--- config.mk ---
export PLATFORM = sky130hd
export DESIGN_NAME = iolh_bin_sel
export DESIGN_NICKNAME = d
export VERILOG_FILES = /design/src/rtl/core/iolh_pkg.sv /design/src/rtl/core/iolh_bin_sel.sv
export SDC_FILE = /design/constraint.sdc
export NUM_CORES = 1
export LEC_CHECK = 0
export CORE_AREA = 5 5 264 266
export DETAILED_ROUTE_END_ITERATION = 7
export DIE_AREA = 0 0 269 271
export DONT_BUFFER_PORTS = 1
export PLACE_DENSITY = 0.42
export SETUP_SLACK_MARGIN = 0.5
export SYNTH_ARGS = -nofsm -noshare
export SYNTH_HDL_FRONTEND = slang
export SYNTH_SLANG_ARGS = --single-unit
--- constraint.sdc ---
create_clock -name vclk -period 24.8
set_input_delay 4.96 -clock vclk [all_inputs]
set_output_delay 4.96 -clock vclk [all_outputs]
set_load 0.005 [all_outputs]
--- src/rtl/core/iolh_pkg.sv ---
// ----------------------------------------------------------------------------
// I/O latency histogram package
// Shared request, response and stage types plus register and mode codes.
// ----------------------------------------------------------------------------
package iolh_pkg;

   typedef enum logic [1:0] {
      MODE_OK      = 2'd0,
      MODE_FAILED  = 2'd1,
      MODE_INVALID = 2'd2,
      MODE_MERGED  = 2'd3
   } iolh_mode_type;

   localparam logic [2:0] TYPE_NONE = 3'd0;

   localparam logic [2:0] CSR_ACCT_FAILED  = 3'd0;
   localparam logic [2:0] CSR_ACCT_INVALID = 3'd1;
   localparam logic [2:0] CSR_BOUND_COUNT  = 3'd2;
   localparam logic [2:0] CSR_BOUND_A      = 3'd3;

   typedef struct packed {
      iolh_mode_type mode;
      logic [2:0]    io_type;
      logic [31:0]   byte_count;
      logic [63:0]   start_time;
      logic [63:0]   now_time;
      logic [15:0]   merge_count;
   } iolh_req_type;

   typedef struct packed {
      logic        ignored;
      logic        bin_hit;
      logic [2:0]  bin_index;
      logic [63:0] bin_value;
      logic [63:0] event_count;
      logic [63:0] byte_total;
      logic [63:0] time_total;
      logic [63:0] last_access;
   } iolh_rsp_type;

   typedef struct packed {
      iolh_mode_type mode;
      logic [2:0]    io_type;
      logic          drop;
      logic [31:0]   byte_count;
      logic [63:0]   latency;
      logic [63:0]   now_time;
      logic [15:0]   merge_count;
      logic          hist_en;
      logic [2:0]    bin;
   } iolh_stage_type;

endpackage

--- src/rtl/core/iolh_bin_sel.sv ---
// ----------------------------------------------------------------------------
// Latency and bin select
// Computes the request latency, the drop decision and the histogram bin.
// ----------------------------------------------------------------------------
module iolh_bin_sel #(
   parameter int NUM_TYPES  = 5,
   parameter int MAX_BOUNDS = 5,
   parameter int AW         = 5
) (
   input  iolh_pkg::iolh_req_type   req,
   input  logic [2:0]               bound_count,
   input  logic [63:0]              bounds [MAX_BOUNDS],
   output iolh_pkg::iolh_stage_type stage,
   output logic [AW-1:0]            slot
);

   localparam int TW    = $clog2(NUM_TYPES);
   localparam int SLOTS = MAX_BOUNDS + 1;

   logic [63:0]   lat;
   logic [2:0]    k;
   logic [2:0]    bin;
   logic          type_ok;
   logic          completion;
   logic          drop;
   logic [TW+2:0] t_ext;
   logic [TW-1:0] t;

   always_comb begin
      lat        = req.now_time - req.start_time;
      type_ok    = 32'(req.io_type) < NUM_TYPES;
      completion = (req.mode == iolh_pkg::MODE_OK) || (req.mode == iolh_pkg::MODE_FAILED);
      drop       = !type_ok || (req.io_type == iolh_pkg::TYPE_NONE && completion);
      t_ext      = (TW+3)'(req.io_type);
      t          = type_ok ? t_ext[TW-1:0] : '0;
      k          = (32'(bound_count) > MAX_BOUNDS) ? 3'(MAX_BOUNDS) : bound_count;
      bin        = k;
      for (int i = MAX_BOUNDS - 1; i >= 0; i--) begin
         if ((i < int'(k)) && (lat < bounds[i])) begin
            bin = 3'(i);
         end
      end
      slot = AW'(int'(t) * SLOTS + int'(bin));

      stage.mode        = req.mode;
      stage.io_type     = req.io_type;
      stage.drop        = drop;
      stage.byte_count  = req.byte_count;
      stage.latency     = lat;
      stage.now_time    = req.now_time;
      stage.merge_count = req.merge_count;
      stage.hist_en     = !drop && completion && (k != 3'd0);
      stage.bin         = bin;
   end

endmodule

# After elaboration in Yosys (flattened, before gate mapping)
# Cells that the tools add are included.
[totals]
wordCells = 38
in_bits = 504
ff_bits = 0
[classes]
addsub = 2
magnitude_cmp = 12
mux = 7
multipliers = 1
reduce_logical = 15
n_eq_ne = 1
[op_table]
columns = ["op", "count"]
rows = [
  ["64-bit < comparator", 5],
  ["64-bit subtractor", 1],
  ["3-bit two-way mux", 7],
  ["1-bit logical AND", 8],
  ["1-bit by 3-bit < comparator with 1-bit output (first input constant)", 2],
  ["2-bit by 3-bit < comparator with 1-bit output (first input constant)", 2],
  ["5-bit by 3-bit adder with 5-bit output", 1],
  ["3-bit by 2-bit multiplier with 4-bit output (second input constant)", 1],
  ["3-bit > comparator (second input constant)", 1],
  ["3-bit logical NOT", 1],
  ["3-bit < comparator (first input constant)", 1],
  ["3-bit < comparator (second input constant)", 1],
  ["3-bit nonzero test", 1],
  ["2-bit by 1-bit equality test with 1-bit output (second input constant)", 1],
  ["1-bit logical NOT", 2],
  ["2-bit logical NOT", 1],
  ["1-bit logical OR", 2],
]

# Longest topological paths before layout
[depth]
depth_word = 10
ltp_mapped = 29
ltp_nobuf = 29

# Worst setup path after synthesis
# OpenSTA, ideal clock, no wires.
[synth_path]
kind = "in2out"
start = "input req[108] (netlist bit)"
end = "output slot[4]"
path_stages = 26
path_slack_ns = 9.344
arrival_ns = 10.496
cell_sequence = "inv_1 -> ha_1 -> clkbuf_1 -> a21oi_1 -> nor2b_1 -> o21ai_0 -> nor4bb_1 -> a21oi_1 -> and4_1 -> a31o_2 -> a2111oi_0 -> ha_1 -> nand4_1 -> nor2_1 -> nand3_1 -> nor3_1 -> o21a_1 -> a22oi_1 -> o211ai_1 -> a21oi_1 -> or2_2 -> nor4bb_1 -> ha_1 -> a21oi_1 -> nor2b_1 -> xnor2_1"
[synth_rtl]
columns = ["element", "line", "rtl"]
rows = [
  ["from (decl)", "iolh_bin_sel.sv:10", "input iolh_pkg::iolh_req_type req,"],
  ["to (decl)", "iolh_bin_sel.sv:14", "output logic [AW-1:0] slot"],
]

==> metrics <==
largest net degree at the start of global routing 13; drt drc 0; max-slew violations 0; Via Count ~13000; Max stage delay cell, worst path xor2_1; Die Wd 269 um; Mapped Area 12900 um^2; type of origin of the critical path input pin; syn_nets 2718; FFs & Latches 0; RD Place Congestion 0.926; Seq/Total Area, Yosys 0; ANT nets after route 0; crit share post-route 0.677; Fillers about 7600; cells after synthesis 1830; die area 72900 um^2; Syn-to-layout area delta 4.31%; Reg area 0 um^2; Top cell by count, worst path ha_1; Worst Setup End Kind primary output; average size of a mapped cell ~7.1 um^2; HPWL after DPL 59.5 mm; total track usage 0.165; fin worst setup slack approximately 8 ns; commonest non-fill, non-tap cell in the layout inv_1; Congestion Overflow GR 0; nets 2634; number of global-route vias before repair roughly 13000; Pre-Repair DR Iteration Count 7; WS Path Type in -> out; fmax 59.6 MHz; CTS resizes 0; Post-CTS Setup Inserts 0; max_cap viols 0; status finished clean; Min Clock Period, post-route 16.78 ns; Post-Place Cells 2617; worst-margin pin slew 1.27 ns; DR iter-0 viols 532; Die H about 270 um; Critical Path AT ~12 ns; slew margin rel. 0.152; pre-CTS setup slack 8.01 ns; IO buf count 0; DR WL/cell 24.6 um; core area ~67000 um^2; Critical Path RT between 15 and 20 ns; Multi-input gate area 10500 um^2; layout cells sized above 1 0.0413; setup TNS 0 ns; first-pass GRT wire length just under 90 mm; hold_buf cts 0; Synth cell types 66; Largest stage delay, worst path 0.83 ns; # rows 95; total wire length 64.8 mm; initial core utilization 0.193; via/cell ratio 4.76; Synth Warn # 0; Layout Cells excl Fill between 2000 and 3000; final hold viol count 0; min-delay worst type in -> out; CLK BUF 0; setup violation total in the final timing report 0; CP Max Fanout 6; io pins 695; most frequent cells in the layout inv_1, ha_1, a21oi_1, a21o_1, nand2_1; RSZ-0062 raised after global routing no; antenna violations before repair 18
final cells by class:
class | instances | share of cell area
Tap cell | 873 | 0.0811
Multi-Input combinational cell | 1295 | 0.778
Inverter | 403 | 0.112
Antenna cell | 15 | 0.00279
Timing Repair Buffer | 46 | 0.0256
cell families after synthesis:
kind of cell    count (synthesis)  share of synthesized area
compound gates                489                      0.250
xor+xnor                       65                     0.0441
fa+ha+maj                     384                      0.374
buf+inv                       535                      0.191
simple gates                  357                      0.142
metal layers:
metal	GRT usage	wire (um)	share of wire
met5	0	32	0.00049
met3	0.0228	3180	0.049
met4	0.0321	1110	0.017
met1	0.231	30500	0.47
met2	0.271	30000	0.46
cell usage after synthesis, types with 10 or more instances:
| cell | count | area (um^2) |
|---|---|---|
| xor2_1 | 26 | 228 |
| nand2b_1 | 12 | 75.1 |
| buf_4 | 119 | 893 |
| nor3_1 | 27 | 135 |
| o21bai_1 | 12 | 90.1 |
| a31oi_1 | 18 | 113 |
| nor2_1 | 69 | 259 |
| nand4_1 | 68 | 425 |
| a211oi_1 | 18 | 135 |
| o211ai_1 | 12 | 90.1 |
| nand3_1 | 29 | 145 |
| o21a_1 | 10 | 75.1 |
| ha_1 | 381 | 4770 |
| inv_1 | 403 | 1510 |
| a21o_1 | 122 | 916 |
| o21ai_0 | 71 | 355 |
| xnor2_1 | 39 | 342 |
| a21oi_1 | 150 | 751 |
| nand2_1 | 78 | 293 |
| nor2b_1 | 25 | 156 |
| and3_1 | 11 | 68.8 |
stage by stage:
stage	util	hold WS (ns)	area [um^2]
after detailed placement	0.201	9.92	13400
after CTS	0.201	9.92	13400
after global placement	0.201	9.92	13400
after global routing	0.202	9.92	13500
final	0.202	9.92	13500
after floorplan	-	9.96	12900
worst max-delay path, delay by kind of cell:
family,cells,cell delay (ns)
AND/OR/NAND/NOR,8,1.80
adder cells (fa/ha/maj),4,1.03
XOR/XNOR,2,1.04
AO/OA/AOI/OAI,13,2.65
buffers and inverters,3,0.32
final timing paths:
path	startpoint	cells past startpoint	slack [ns]	end
hold / removal	req[6]	0	9.92	stage[10]
setup / recovery	req[16]	30	8.02	slot[4]
