--- src/rtl/core/iolh_bin_ram.sv ---
// ----------------------------------------------------------------------------
// Histogram bin count memory
// One write and one registered read port, per-entry valid bits and a
// write-to-read bypass for back-to-back updates of the same bin.
// ----------------------------------------------------------------------------
module iolh_bin_ram #(
   parameter int DEPTH = 30,
   parameter int AW    = 5
) (
   input  logic          clock,
   input  logic          reset,
   input  logic          rd_en,
   input  logic [AW-1:0] rd_addr,
   output logic [63:0]   rd_data,
   input  logic          wr_en,
   input  logic [AW-1:0] wr_addr,
   input  logic [63:0]   wr_data
);

   logic [63:0] mem_ff [DEPTH];
   logic        vld_ff [DEPTH];
   logic [63:0] rd_data_ff;
   logic        rd_vld_ff;
   logic        fwd_ff;
   logic [63:0] fwd_data_ff;
   logic        fwd_in;

   assign fwd_in  = wr_en && (wr_addr == rd_addr);
   assign rd_data = fwd_ff ? fwd_data_ff : (rd_vld_ff ? rd_data_ff : 64'd0);

   always_ff @(posedge clock) begin
      if (wr_en) begin
         mem_ff[wr_addr] <= wr_data;
      end
      if (rd_en) begin
         rd_data_ff  <= mem_ff[rd_addr];
         fwd_data_ff <= wr_data;
      end
   end

   always_ff @(posedge clock) begin
      if (reset) begin
         for (int i = 0; i < DEPTH; i++) begin
            vld_ff[i] <= 1'b0;
         end
         rd_vld_ff <= 1'b0;
         fwd_ff    <= 1'b0;
      end else begin
         if (wr_en) begin
            vld_ff[wr_addr] <= 1'b1;
         end
         if (rd_en) begin
            rd_vld_ff <= vld_ff[rd_addr];
            fwd_ff    <= fwd_in;
         end
      end
   end

endmodule

--- config.mk ---
export PLATFORM = sky130hd
export DESIGN_NAME = iolh_bin_ram
export DESIGN_NICKNAME = d
export VERILOG_FILES = /design/src/rtl/core/iolh_bin_ram.sv
export SDC_FILE = /design/constraint.sdc
export NUM_CORES = 2
export LEC_CHECK = 0
export BUFFER_PORTS_ARGS = -buffer_cell sky130_fd_sc_hd__buf_2
export CAP_MARGIN = 20
export CORE_MARGIN = 1.5
export CORE_UTILIZATION = 38
export DETAILED_ROUTE_END_ITERATION = 10
export PLACE_DENSITY = 0.66
export SYNTH_ARGS = -nofsm -noshare
export SYNTH_HDL_FRONTEND = slang
export SYNTH_SLANG_ARGS = --single-unit
export TNS_END_PERCENT = 5
--- constraint.sdc ---
create_clock -name clock -period 4.75 [get_ports clock]
set_input_delay 0.95 -clock clock [delete_from_list [all_inputs] [get_ports clock]]
set_output_delay 0.95 -clock clock [all_outputs]
set_load 0.1 [all_outputs]
## After elaboration in Yosys (flattened, before gate mapping)

Memory sizes are Yosys's and may differ from the RTL's. A register that Yosys moved wholly into a read port is not among the register bits.
Index checks and enable logic that the tools add are counted.

- Muxes and demuxes: 11
- Equality and inequality tests: 1
- Reduce and logical (&&, ||, !) cells: 2

Operator list:

| cell | count |
|---|---|
| $mux 64 | 2 |
| $mux 1 | 8 |
| $eq 5x5->1 | 1 |
| $mux 5 | 1 |
| $logic_and 1x1->1 | 1 |
| $reduce_or 1->1 | 1 |

- Memories: 2
- RAM bits: 1,950
- Logic and storage cells: 18
- Bits in registers: 65
- Input port bits: 78

Memory list:

| memory | depth | bits a word | read ports | clocked after memory_dff | write ports | line | RTL |
|---|---|---|---|---|---|---|---|
| mem_ff | 30 | 64 | 1 | 1 | 1 | 20 | `logic [63:0] mem_ff [DEPTH];` |
| vld_ff | 30 | 1 | 1 | 1 | 30 | 21 | `logic vld_ff [DEPTH];` |

## Longest topological paths before layout

- Word-level depth: 5
- Depth in mapped cells: 10
- Mapped depth without buffers: 5

## Worst setup path after synthesis

OpenSTA, ideal clock, no wires.

- Kind: input to register
- Start: input port wr_addr[2]
- End: memory mem_ff[5][0] (enable)
- Cell stages on the path: 3
- Path slack: -165 ps
- Arrival: 4,427 ps
- Required time: 4,262 ps
- Path through: clkbuf_1 or3b_2 nor2_1

RTL lines:

| what | line | RTL |
|---|---|---|
| start, declared | 16 | `input logic [AW-1:0] wr_addr,` |
| end, declared | 20 |  |

Straight into the memory's write port.

## Worst setup path in the final report

- Start: register fwd_ff
- End: output port rd_data[34]

- Longest elaborated chain between the ends: 1

RTL lines:

| what | line | RTL |
|---|---|---|
| start, declared | 24 | `logic fwd_ff;` |
| start signal, assigned | 54 | `fwd_ff <= fwd_in;` |
| $mux 64 | 29 | `assign rd_data = fwd_ff ? fwd_data_ff : (rd_vld_ff ? rd_data_ff : 64'd0);` |
| end, declared | 14 | `output logic [63:0] rd_data,` |

No other way between the ends.

==> results.txt <==
outcome: completed
Peak supply drop: 0.000327 V
Final ANT Viol Nets: 0
IO Pins: 142
crit-path cells: buf_4, a22o_1, buf_2
Port-buffer cells: 141
Seq. cell area: 62200 um2
std cell rows: 167
Hold Fails Final Rpt: 0
total die area: 210000 um2
Setup Viol. Count Final: 0
post-DR vias/cell: 5.60
CTS tree: built
DRC: 0
Post-Route WL: 191 mm
Wirelength per Cell: 29.7 um
filler cell count: 17100
number of nets in the layout: 3635
fin crit share: 0.903
Initial DRT Pass Iterations: 5
slowest stage cell, crit path: buf_4
clock latency on the worst-skew pair: 0.83 ns
Die Ht: 459 um
TritonCTS Buffers: 195
Seq cells post-synth: 2082
P_leak: 28.2 nW
Syn Nets: 3342
CP endpoint kind: output port
relative slew slack: 0.306
vias in the first global route: 36700
synth unique cells: 34
hold crit path type: flip-flop to flip-flop
initial antenna violation count: 26
global-route wire length before repair: 271 mm
clk buf depth: 3
CTS sink count: 2082
worst-path fanout max: 38
Pwr Density: 418 nW/um2
Critical Path Start Type: flip-flop
CTS resizes: 0
Worst-path clk slew: 0.06 ns
post-CTS setup buffer count: 0
DP HPWL: 96.3 mm
CTS H-tree depth: 4
fmax: 233 MHz
Overflow after GRT: 0
critical path class: flip-flop to output port
gpl congestion: 0.744
Setup WS post-layout: 0.461 ns
sequential cell area fraction in the yosys report: 0.788
pre-CTS WS: 1.15 ns
Worst EP arrival: 3.34 ns
pin count of the biggest net entering global routing: 83
CTS root buf: clkbuf_16
Core ar.: 207000 um2
Crit path max-delay family: buffers and inverters
setup repair after global routing missed its margin: false
Yosys Warn Count: 0
dominant cells by area after synthesis: edfxtp_1 (78%), mux4_2 (16%), mux2_2 (1.5%)
max-slew violations: 0
Critical Path Max Stage Delay: 0.80 ns
WP buf/inv: 2
starting DRC count in detailed routing: 4141
area of the multi-input gates: 16100 um2
Yosys top cell by area: edfxtp_1
Total GRT Usage: 0.181
cts hold-fix bufs: 0
Mapped Cells: 3264
max cap viols: 0
Core Util, Final: 0.436
Yosys top cell area share: 0.780
Least-Margin Pin Slew: 1.04 ns
Mapped Avg Cell Area: 24.2 um2
clock skew: 0.0445 ns
Area Overhead vs Synth: 14.2%
die width: 459 um
min Tclk post-route: 4.29 ns
Initial Util: 0.382
post-synthesis cell area: 78900 um2
total vias in the final route: 36000
WP data required: 3.80 ns
layout cells sized above 1: 0.327
Pwr Total: 37.6 mW
[final timing paths]
path	start	endpoint	slack, ns	cells past startpoint
setup / recovery	fwd_ff	rd_data[34]	0.46	3
hold / removal	vld_ff[30]	vld_ff[30]	0.47	1
setup reg to reg	mem_ff[15][23]	rd_data_ff[23]	2.80	3
hold reg to reg	vld_ff[30]	vld_ff[30]	0.47	1
[cell usage in the layout, fill, tap and decap left out, types with 2 or more instances in the layout]
master / instances
clkinv_1: 46
nand2_1: 33
nand3b_1: 5
nor2b_1: 2
clkbuf_8: 2
xor2_1: 4
clkinv_16: 3
o21bai_1: 2
mux2i_1: 68
a22oi_1: 3
buf_4: 92
dfxtp_1: 33
buf_8: 4
inv_16: 4
inv_6: 7
a22o_1: 65
mux2_2: 102
mux4_2: 550
buf_12: 41
clkinv_2: 24
nor2_1: 64
clkbuf_1: 54
a21oi_1: 4
nor2_4: 30
buf_2: 135
o21ai_0: 26
edfxtp_1: 2048
o211ai_1: 26
nand2b_1: 2
clkinvlp_4: 4
nand3_1: 5
bufinv_16: 11
clkbuf_16: 199
diode_2: 12
or3b_2: 2
[power breakdown]
part           total [mW]  switching, mW  internal, mW
registers            20.6         0.0905          20.5
clock network        15.0           6.69          8.33
logic                2.03           1.24         0.783
[worst register-to-register path, delay by kind of cell (launching register included)]
family / cells / cell delay, ns
muxes: 3 / 1.34
DFF: 1 / 0.36
[metal layers]
layer | track usage | vias to the layer above | wire length, um
met3 | 0.0363 | 269 | 15000
met4 | 0.0506 | 22 | 4630
met1 | 0.238 | 19600 | 74900
met2 | 0.306 | 1536 | 96500
met5 | 0 | - | 137
li1 | - | 14600 | -
[sequential cells by signal, indices dropped and copies added, names as in the netlist]
register	flops
vld_ff	32
fwd_data_ff	64
rd_data_ff	64
rd_vld_ff	1
mem_ff	1920
fwd_ff	1
[layout make-up]
class                   count  share of cell area
multi-input cells        1004               0.179
clock inverters           101              0.0101
repair buffers            274              0.0252
well taps                2704              0.0376
flip-flops and latches   2082               0.690
clock buffers             254              0.0577
diodes                     12            0.000333
[metrics by stage]
step | TNS (ns) | hold WS [ns] | cell area [um2] | instances
floorplan | -54.89 | 0.419 | 78900 | 3264
global placement | 0 | 0.448 | 83900 | 6064
detailed placement | 0 | 0.444 | 83900 | 6064
CTS | 0 | 0.459 | 90000 | 6419
global route | 0 | 0.493 | 90100 | 6425
finish | 0 | 0.466 | 90100 | 6431
[Yosys cell counts, drive strengths merged]
| master | n |
|---|---|
| and3 | 1 |
| nand4b | 1 |
| o21ai | 26 |
| nor2b | 3 |
| nand2 | 33 |
| dfxtp | 34 |
| nand3 | 5 |
| and2 | 1 |
| nor2 | 94 |
| or3 | 1 |
| o211ai | 26 |
| nand3b | 5 |
| nor4 | 1 |
| xor2 | 4 |
| a22oi | 3 |
| edfxtp | 2048 |
| buf | 95 |
| or3b | 2 |
| xnor2 | 1 |
| mux2i | 68 |
| clkbuf | 83 |
| mux4 | 550 |
| a21oi | 4 |
| a211oi | 1 |
| nand2b | 2 |
| or2 | 1 |
| mux2 | 102 |
| nand4 | 1 |
| a22o | 65 |
| a311oi | 1 |
| o21bai | 2 |
[cell families (layout without fill, tap and decap cells)]
family	count (synthesis)	count (layout)	share of synthesized area
multiplexers	720	720	0.180
buffers and inverters	178	629	0.0106
XOR/XNOR	5	5	0.000555
AO/OA/AOI/OAI	128	128	0.0123
other	0	12	0
flip-flops	2082	2082	0.788
AND/OR/NAND/NOR	151	151	0.00804
Note: power is estimated with default switching activity, not from simulation.
