==> config.mk <==
export PLATFORM = sky130hd
export DESIGN_NAME = iolh_stats
export DESIGN_NICKNAME = d
export VERILOG_FILES = /design/src/rtl/core/iolh_pkg.sv /design/src/rtl/core/iolh_stats.sv
export SDC_FILE = /design/constraint.sdc
export NUM_CORES = 2
export LEC_CHECK = 0
export ABC_CLOCK_PERIOD_IN_PS = 15700
export BUFFER_PORTS_ARGS = -buffer_cell sky130_fd_sc_hd__clkbuf_2
export CAP_MARGIN = 20
export CORE_AREA = 2 2 564 566
export DETAILED_ROUTE_END_ITERATION = 10
export DIE_AREA = 0 0 566 568
export RECOVER_POWER = 25
export SYNTH_ARGS = -nofsm -noshare
export SYNTH_HDL_FRONTEND = slang
export SYNTH_SLANG_ARGS = --single-unit
==> constraint.sdc <==
create_clock -name clock -period 15.7 [get_ports clock]
set_input_delay 3.14 -clock clock [delete_from_list [all_inputs] [get_ports clock]]
set_output_delay 3.14 -clock clock [all_outputs]
set_load 0.005 [all_outputs]
==> src/rtl/core/iolh_pkg.sv <==
// ----------------------------------------------------------------------------
// I/O latency histogram package
// Shared request, response and stage types plus register and mode codes.
// ----------------------------------------------------------------------------
package iolh_pkg;

   typedef enum logic [1:0] {
      MODE_OK      = 2'd0,
      MODE_FAILED  = 2'd1,
      MODE_INVALID = 2'd2,
      MODE_MERGED  = 2'd3
   } iolh_mode_type;

   localparam logic [2:0] TYPE_NONE = 3'd0;

   localparam logic [2:0] CSR_ACCT_FAILED  = 3'd0;
   localparam logic [2:0] CSR_ACCT_INVALID = 3'd1;
   localparam logic [2:0] CSR_BOUND_COUNT  = 3'd2;
   localparam logic [2:0] CSR_BOUND_A      = 3'd3;

   typedef struct packed {
      iolh_mode_type mode;
      logic [2:0]    io_type;
      logic [31:0]   byte_count;
      logic [63:0]   start_time;
      logic [63:0]   now_time;
      logic [15:0]   merge_count;
   } iolh_req_type;

   typedef struct packed {
      logic        ignored;
      logic        bin_hit;
      logic [2:0]  bin_index;
      logic [63:0] bin_value;
      logic [63:0] event_count;
      logic [63:0] byte_total;
      logic [63:0] time_total;
      logic [63:0] last_access;
   } iolh_rsp_type;

   typedef struct packed {
      iolh_mode_type mode;
      logic [2:0]    io_type;
      logic          drop;
      logic [31:0]   byte_count;
      logic [63:0]   latency;
      logic [63:0]   now_time;
      logic [15:0]   merge_count;
      logic          hist_en;
      logic [2:0]    bin;
   } iolh_stage_type;

endpackage

==> src/rtl/core/iolh_stats.sv <==
// ----------------------------------------------------------------------------
// Per-type statistics counters
// Holds the op, byte and latency counters and the last access time, and
// builds the response for one request.
// ----------------------------------------------------------------------------
module iolh_stats #(
   parameter int NUM_TYPES = 5
) (
   input  logic                     clock,
   input  logic                     reset,
   input  logic                     en,
   input  iolh_pkg::iolh_stage_type stage,
   input  logic                     acct_failed,
   input  logic                     acct_invalid,
   input  logic [63:0]              bin_rd,
   output logic                     bin_wr_en,
   output logic [63:0]              bin_wr_data,
   output iolh_pkg::iolh_rsp_type   rsp
);

   localparam int TW = $clog2(NUM_TYPES);

   logic [63:0] ok_ff      [NUM_TYPES];
   logic [63:0] failed_ff  [NUM_TYPES];
   logic [63:0] invalid_ff [NUM_TYPES];
   logic [63:0] merged_ff  [NUM_TYPES];
   logic [63:0] bytes_ff   [NUM_TYPES];
   logic [63:0] lat_ff     [NUM_TYPES];
   logic [63:0] last_ff;

   logic [TW+2:0] t_ext;
   logic [TW-1:0] t;
   logic          is_ok;
   logic          is_fail;
   logic          is_inv;
   logic          is_mrg;
   logic          take_time;
   logic          set_last;
   logic [63:0]   ok_in;
   logic [63:0]   failed_in;
   logic [63:0]   invalid_in;
   logic [63:0]   merged_in;
   logic [63:0]   bytes_in;
   logic [63:0]   lat_in;
   logic [63:0]   last_in;

   always_comb begin
      t_ext   = (TW+3)'(stage.io_type);
      t       = stage.drop ? '0 : t_ext[TW-1:0];
      is_ok   = 1'b0;
      is_fail = 1'b0;
      is_inv  = 1'b0;
      is_mrg  = 1'b0;
      unique case (stage.mode)
         iolh_pkg::MODE_OK:      is_ok   = !stage.drop;
         iolh_pkg::MODE_FAILED:  is_fail = !stage.drop;
         iolh_pkg::MODE_INVALID: is_inv  = !stage.drop;
         iolh_pkg::MODE_MERGED:  is_mrg  = !stage.drop;
         default:                is_ok   = 1'b0;
      endcase
      take_time = is_ok || (is_fail && acct_failed);
      set_last  = take_time || (is_inv && acct_invalid);

      ok_in      = ok_ff[t] + 64'd1;
      failed_in  = failed_ff[t] + 64'd1;
      invalid_in = invalid_ff[t] + 64'd1;
      merged_in  = merged_ff[t] + 64'(stage.merge_count);
      bytes_in   = is_ok ? bytes_ff[t] + 64'(stage.byte_count) : bytes_ff[t];
      lat_in     = take_time ? lat_ff[t] + stage.latency : lat_ff[t];
      last_in    = set_last ? stage.now_time : last_ff;

      bin_wr_en   = en && stage.hist_en;
      bin_wr_data = bin_rd + 64'd1;

      rsp.ignored     = stage.drop;
      rsp.bin_hit     = stage.hist_en;
      rsp.bin_index   = stage.hist_en ? stage.bin : 3'd0;
      rsp.bin_value   = stage.hist_en ? bin_wr_data : 64'd0;
      rsp.event_count = 64'd0;
      if (is_ok) begin
         rsp.event_count = ok_in;
      end else if (is_fail) begin
         rsp.event_count = failed_in;
      end else if (is_inv) begin
         rsp.event_count = invalid_in;
      end else if (is_mrg) begin
         rsp.event_count = merged_in;
      end
      rsp.byte_total  = stage.drop ? 64'd0 : bytes_in;
      rsp.time_total  = stage.drop ? 64'd0 : lat_in;
      rsp.last_access = last_in;
   end

   always_ff @(posedge clock) begin
      if (reset) begin
         for (int i = 0; i < NUM_TYPES; i++) begin
            ok_ff[i]      <= 64'd0;
            failed_ff[i]  <= 64'd0;
            invalid_ff[i] <= 64'd0;
            merged_ff[i]  <= 64'd0;
            bytes_ff[i]   <= 64'd0;
            lat_ff[i]     <= 64'd0;
         end
         last_ff <= 64'd0;
      end else if (en) begin
         if (is_ok) begin
            ok_ff[t] <= ok_in;
         end
         if (is_fail) begin
            failed_ff[t] <= failed_in;
         end
         if (is_inv) begin
            invalid_ff[t] <= invalid_in;
         end
         if (is_mrg) begin
            merged_ff[t] <= merged_in;
         end
         bytes_ff[t] <= bytes_in;
         lat_ff[t]   <= lat_in;
         last_ff     <= last_in;
      end
   end

endmodule

After elaboration in Yosys (flattened, before gate mapping)
Memories as Yosys holds them, arrays and structs flattened.
Cells that the tools add are included.

word-level totals
  bits in registers = 64
  bits in writable memories = 1,920
  word-level logic and storage cells = 85
  output and inout port bits = 390
  input bits = 255
  memories = 6

memories
  name        depth  bits a word  rd ports  clocked after memory_dff  wr ports  RTL line          RTL
  bytes_ff    5      64           1         0                         5         iolh_stats.sv:27  logic [63:0] bytes_ff [NUM_TYPES];
  failed_ff   5      64           1         0                         5         iolh_stats.sv:24  logic [63:0] failed_ff [NUM_TYPES];
  invalid_ff  5      64           1         0                         5         iolh_stats.sv:25  logic [63:0] invalid_ff [NUM_TYPES];
  lat_ff      5      64           1         0                         5         iolh_stats.sv:28  logic [63:0] lat_ff [NUM_TYPES];
  merged_ff   5      64           1         0                         5         iolh_stats.sv:26  logic [63:0] merged_ff [NUM_TYPES];
  ok_ff       5      64           1         0                         5         iolh_stats.sv:23  logic [63:0] ok_ff [NUM_TYPES];

cells by class
  $add $sub $neg = 7
  muxes and demuxes = 55
  reductions and logical operators = 13
  equality and inequality tests = 3

operators with widths
  operator                                             count
  two-way mux 64 bit                                   16
  OR reduction 64 bit                                  6
  adder 64 x 1 -> 64 bit, second input constant        4
  adder 64 x 16 -> 64 bit                              1
  adder 64 x 32 -> 64 bit                              1
  adder 64 bit                                         1
  two-way mux 1 bit                                    31
  two-way mux 3 bit                                    8
  equality test 2 bit, second input constant           2
  logical AND 1 bit                                    3
  equality test 2 x 1 -> 1 bit, second input constant  1
  zero test 2 bit                                      1
  logical OR 1 bit                                     2
  zero test 1 bit                                      1

Logic depth before layout (Yosys ltp)
  depth in word-level cells = 8
  mapped depth = 32
  mapped depth without buffers = 19

Least setup slack after synthesis
OpenSTA, ideal clock, no wires.

  path kind = input to output
  start = input stage[183] in the netlist's numbering
  end = output rsp[182] in the netlist's numbering
  buffers on the path = 13
  arrival = 9.572 ns
  cell stages on the path = 29
  setup slack = 2.988 ns
  path through = buf_4 -> buf_6 -> buf_4 -> buf_4 -> buf_4 -> buf_2 -> buf_4 -> buf_2 -> buf_2 -> buf_2 -> clkbuf_1 -> buf_2 -> buf_2 -> mux2i_1 -> a21oi_1 -> o221ai_1 -> a31oi_1 -> ha_1 -> a21o_1 -> a21o_1 -> a2111oi_0 -> o311ai_0 -> o311a_1 -> o21ai_0 -> a21oi_1 -> and2_0 -> and4bb_2 -> xor2_1 -> nor2_1

RTL lines
  element             RTL line          RTL
  start: declaration  iolh_stats.sv:12  input iolh_pkg::iolh_stage_type stage,
  end: declaration    iolh_stats.sv:18  output iolh_pkg::iolh_rsp_type rsp

==> metrics.md <==
| Metric | Value |
|---|---|
| Count of buffers from port buffering | 644 |
| Clk sinks | 3136 |
| Worst min-delay path endpoint | last_ff[45]$_SDFFE_PP0P_ |
| Setup CP Type | input port to primary output |
| Largest net degree at the start of global routing | 133 |
| Final Cycle Share | 95.5% |
| Clock share of power | 40.1% |
| RSZ-0062 raised after global routing | false |
| CTS Buf Count | 334 |
| Crit path launch type | input port |
| Crit-path slowest cell | and4bb_1 |
| Root buffer cell | clkbuf_16 |
| Count leader, synth | edfxtp_1 |
| Finished Core Util | 51.4% |
| Critical Path Max Stage Delay | 2280 ps |
| Worst-margin pin slew | 8600 ps |
| Core region area | 0.316 sq mm |
| Critical path arrival | 11850 ps |
| Die area | 0.321 sq mm |
| Via Count | 107000 |
| Initial antenna violation count | 32 |
| Slew Limit Fails | 3153 |
| Combinational power share | 11.5% |
| Crit. End Element | primary output |
| H-tree Lvls | 5 |
| Critical Path RT | 12560 ps |
| Syn_nets | 12100 |
| Clock transition at the registers of the reported paths | 50 ps |
| Area Overhead vs Synth | 12.6% |
| Global-route wire length before repair | 757000 um |
| Sw frac | 25.9% |
| Die width | 566 um |
| Commonest register cell after synthesis | edfxtp_1 |
| Overall power | 19.7 mW |
| Fraction of layout cells with a size suffix above 1 | 12.9% |
| Min Tclk post-route | 14990 ps |
| IO Pins | 645 |
| Worst hold path depth | 2 |
| Fill count | 27300 |
| Netlist cell types | 111 |
| GR Overflow Total | 0 |
| Total global routing track utilization | 32.4% |
| Crit Path Max Fanout | 58 |
| Wire per inst | 32.2 um |
| EDFF count, synth | 3072 |
| Critical path, cell by cell | buf_8 -> clkbuf_1 -> and4bb_1 -> buf_4 -> buf_4 -> a222oi_1 -> o21ai_0 -> o21ai_0 -> or4_1 -> nor4_1 -> xnor2_1 -> and2_0 -> a211o_1 -> nand3_1 -> clkbuf_2 |
| Asr flop ratio synth | 0% |
| Largest cells by area after synthesis | edfxtp_1, nor2_1, mux2i_1 |
| Failing checks | DRC, capacitance limit, slew limit |
| Terminus of the critical flop-to-flop path | bytes_ff[1][54]$_SDFFCE_PN0P_ |
| Worst hold margin | 490 ps |
| Register area share after synthesis | 64.7% |
| Vias in the first global route | 104000 |
| Leading area contributor after synthesis | edfxtp_1 |
| Mapped Cells | 11800 |
| Post-Syn Area | 0.144 sq mm |
| Hold Buf Count CTS | 0 |
| GPL Wtd Cong | 0.947 |
| Rel. slew slack | -473% |
| DRC Markers | 2 |
| Sequential Area | 0.0935 sq mm |
| FF-to-FF path depth | 17 |
| Max-cap violations | 83 |
| Flop pwr share | 48.5% |
| Power per Cell Area | 121 mW/mm^2 |
| P_leak | 59.0 nW |
| Total negative slack | 0 ps |
| Number of synthesized register bits | 3136 |
| Post-DP HPWL | 321000 um |
| Routed Antenna Nets | 0 |
| Area of the multi-input gates | 0.0464 sq mm |
| Yosys top cell area share | 63.8% |
| Top cells by count, synth | edfxtp_1, nor2_1, nand2_1 |
| Min-delay worst type | flip-flop to flip-flop |
| DRT iter0 DRCs | 14900 |
| Synthesis Warnings | 0 |
| Routed wire length | 538000 um |
| Final Non-Filler Cells | 16700 |
| Post-CTS sizing | 0 |
| Rows | 207 |
| Fin Clk Skew | 53.8 ps |
| Hold_sp | last_ff[45]$_SDFFE_PP0P_ |
| Via-to-Cell Ratio | 6.38 |
| Syn_area_per_cell | 12.3 sq um |
| Outcome | finished, violations left |
| NetSw | 5.10 mW |
| FF-to-FF setup slack | 10010 ps |
| Chip height | 568 um |
| Final nets | 12600 |
| # Post-CTS Setup Buffers | 0 |
| Final hold viol count | 0 |
| Initial Util | 45.7% |
| First-pass iteration count of the detailed router | 11 |
| Fmax | 0.0667 GHz |
| Clk_lat worst skew | 960 ps |
| Buffer depth of the longest clock path | 4 |
| Peak supply drop | 0.0000810 V |
| CTS tree | done |
| Internal power | 14.6 mW |
| Post-Place Cells | 16100 |
| Worst r2r src | bytes_ff[7][0]$_DFFE_PP_ |
| Final setup fails | 0 |
-- placed cells by master (no fill, tap or decap), types with 62 or more instances in the layout --
cell	netlist	routed
edfxtp_1	3072	3072
nor2_1	2535	2525
nand2_1	727	722
clkbuf_2	1	641
mux2i_1	537	537
clkbuf_16	0	342
a21oi_1	330	329
inv_1	295	289
o22ai_1	270	270
xnor2_1	261	261
o21ai_0	228	228
buf_4	41	204
nand3_1	174	173
xor2_1	153	153
a22oi_1	132	132
nor3_1	130	130
clkbuf_1	473	116
ha_1	115	115
mux2_2	155	108
and2_1	100	98
nand3b_1	93	93
a22o_1	93	93
and3_1	85	85
o22a_1	83	83
o211ai_1	82	82
nand4_1	81	81
a211oi_1	79	79
clkinv_1	1	71
a222oi_1	70	70
a21o_1	70	70
dfxtp_1	64	64
nand2b_1	69	62
-- worst max-delay path by stage --
stage | startpoint | end | slack (ps) | cells past startpoint
after global placement | stage[181] | rsp[120] | 2050 | 22
after detailed placement | stage[183] | rsp[242] | 2280 | 20
after CTS | stage[183] | rsp[242] | 2250 | 20
final | stage[183] | rsp[253] | 710 | 15
after global routing | stage[183] | rsp[242] | 940 | 18
after floorplan | stage[183] | rsp[182] | 2990 | 29
-- state kept, by name (all words and copies together) (netlist names) --
register / count
bytes_ff: 512
failed_ff: 512
invalid_ff: 512
lat_ff: 512
merged_ff: 512
ok_ff: 512
last_ff: 64
-- worst max-delay path, delay by kind of cell --
| family | cells | cell delay, ps |
|---|---|---|
| AO/OA/AOI/OAI | 4 | 1210 |
| buffers and inverters | 5 | 2160 |
| AND/OR/NAND/NOR | 5 | 4650 |
| XOR/XNOR | 1 | 400 |
-- cell families (layout without fill, tap and decap cells) --
kind of cell | after synthesis | count (layout) | synth area share, %
buffers and inverters | 1077 | 1829 | 3.33
adders and majority gates | 118 | 118 | 1.04
and+or+nand+nor | 4428 | 4428 | 13.8
xor gates and xnor gates | 415 | 415 | 2.52
other | 0 | 21 | 0
AOI/OAI and AO/OA | 1869 | 1869 | 9.10
DFF | 3136 | 3136 | 64.7
muxes | 727 | 727 | 5.47
-- layer usage --
layer,wire length (um),track usage [%],vias to the layer above
met5,27,0,-
met4,29100,15.0,4
met3,63300,6.91,1338
met2,246000,51.7,7111
met1,200000,42.5,53800
li1,-,-,44400
-- layout make-up --
class / instances / share of cell area, %
sequential: 3136 / 57.5
antenna: 21 / 0.0323
clock inverter: 189 / 1.13
inverter: 297 / 0.689
clock buffer: 416 / 5.45
multi-input combinational: 7557 / 28.5
timing repair buffer: 927 / 3.43
tap: 4180 / 3.22
-- through the flow --
step                setup WS (ps)  cell area (sq um)
floorplan                    2990             144000
global placement             2050             152000
detailed placement           2280             152000
CTS                          2250             163000
finish                        706             163000
global route                  940             163000
-- power by group through the flow --
stage                     Sequential [mW]  Combinational [mW]  Clock (mW)
after floorplan                      9.71                1.30           0
after global placement               9.71                2.19           0
after detailed placement             9.72                2.21           0
after CTS                            9.54                2.22        7.93
after global routing                 9.57                2.38        8.24
final                                9.56                2.27        7.90
Note: power is estimated with default switching activity, not from simulation.
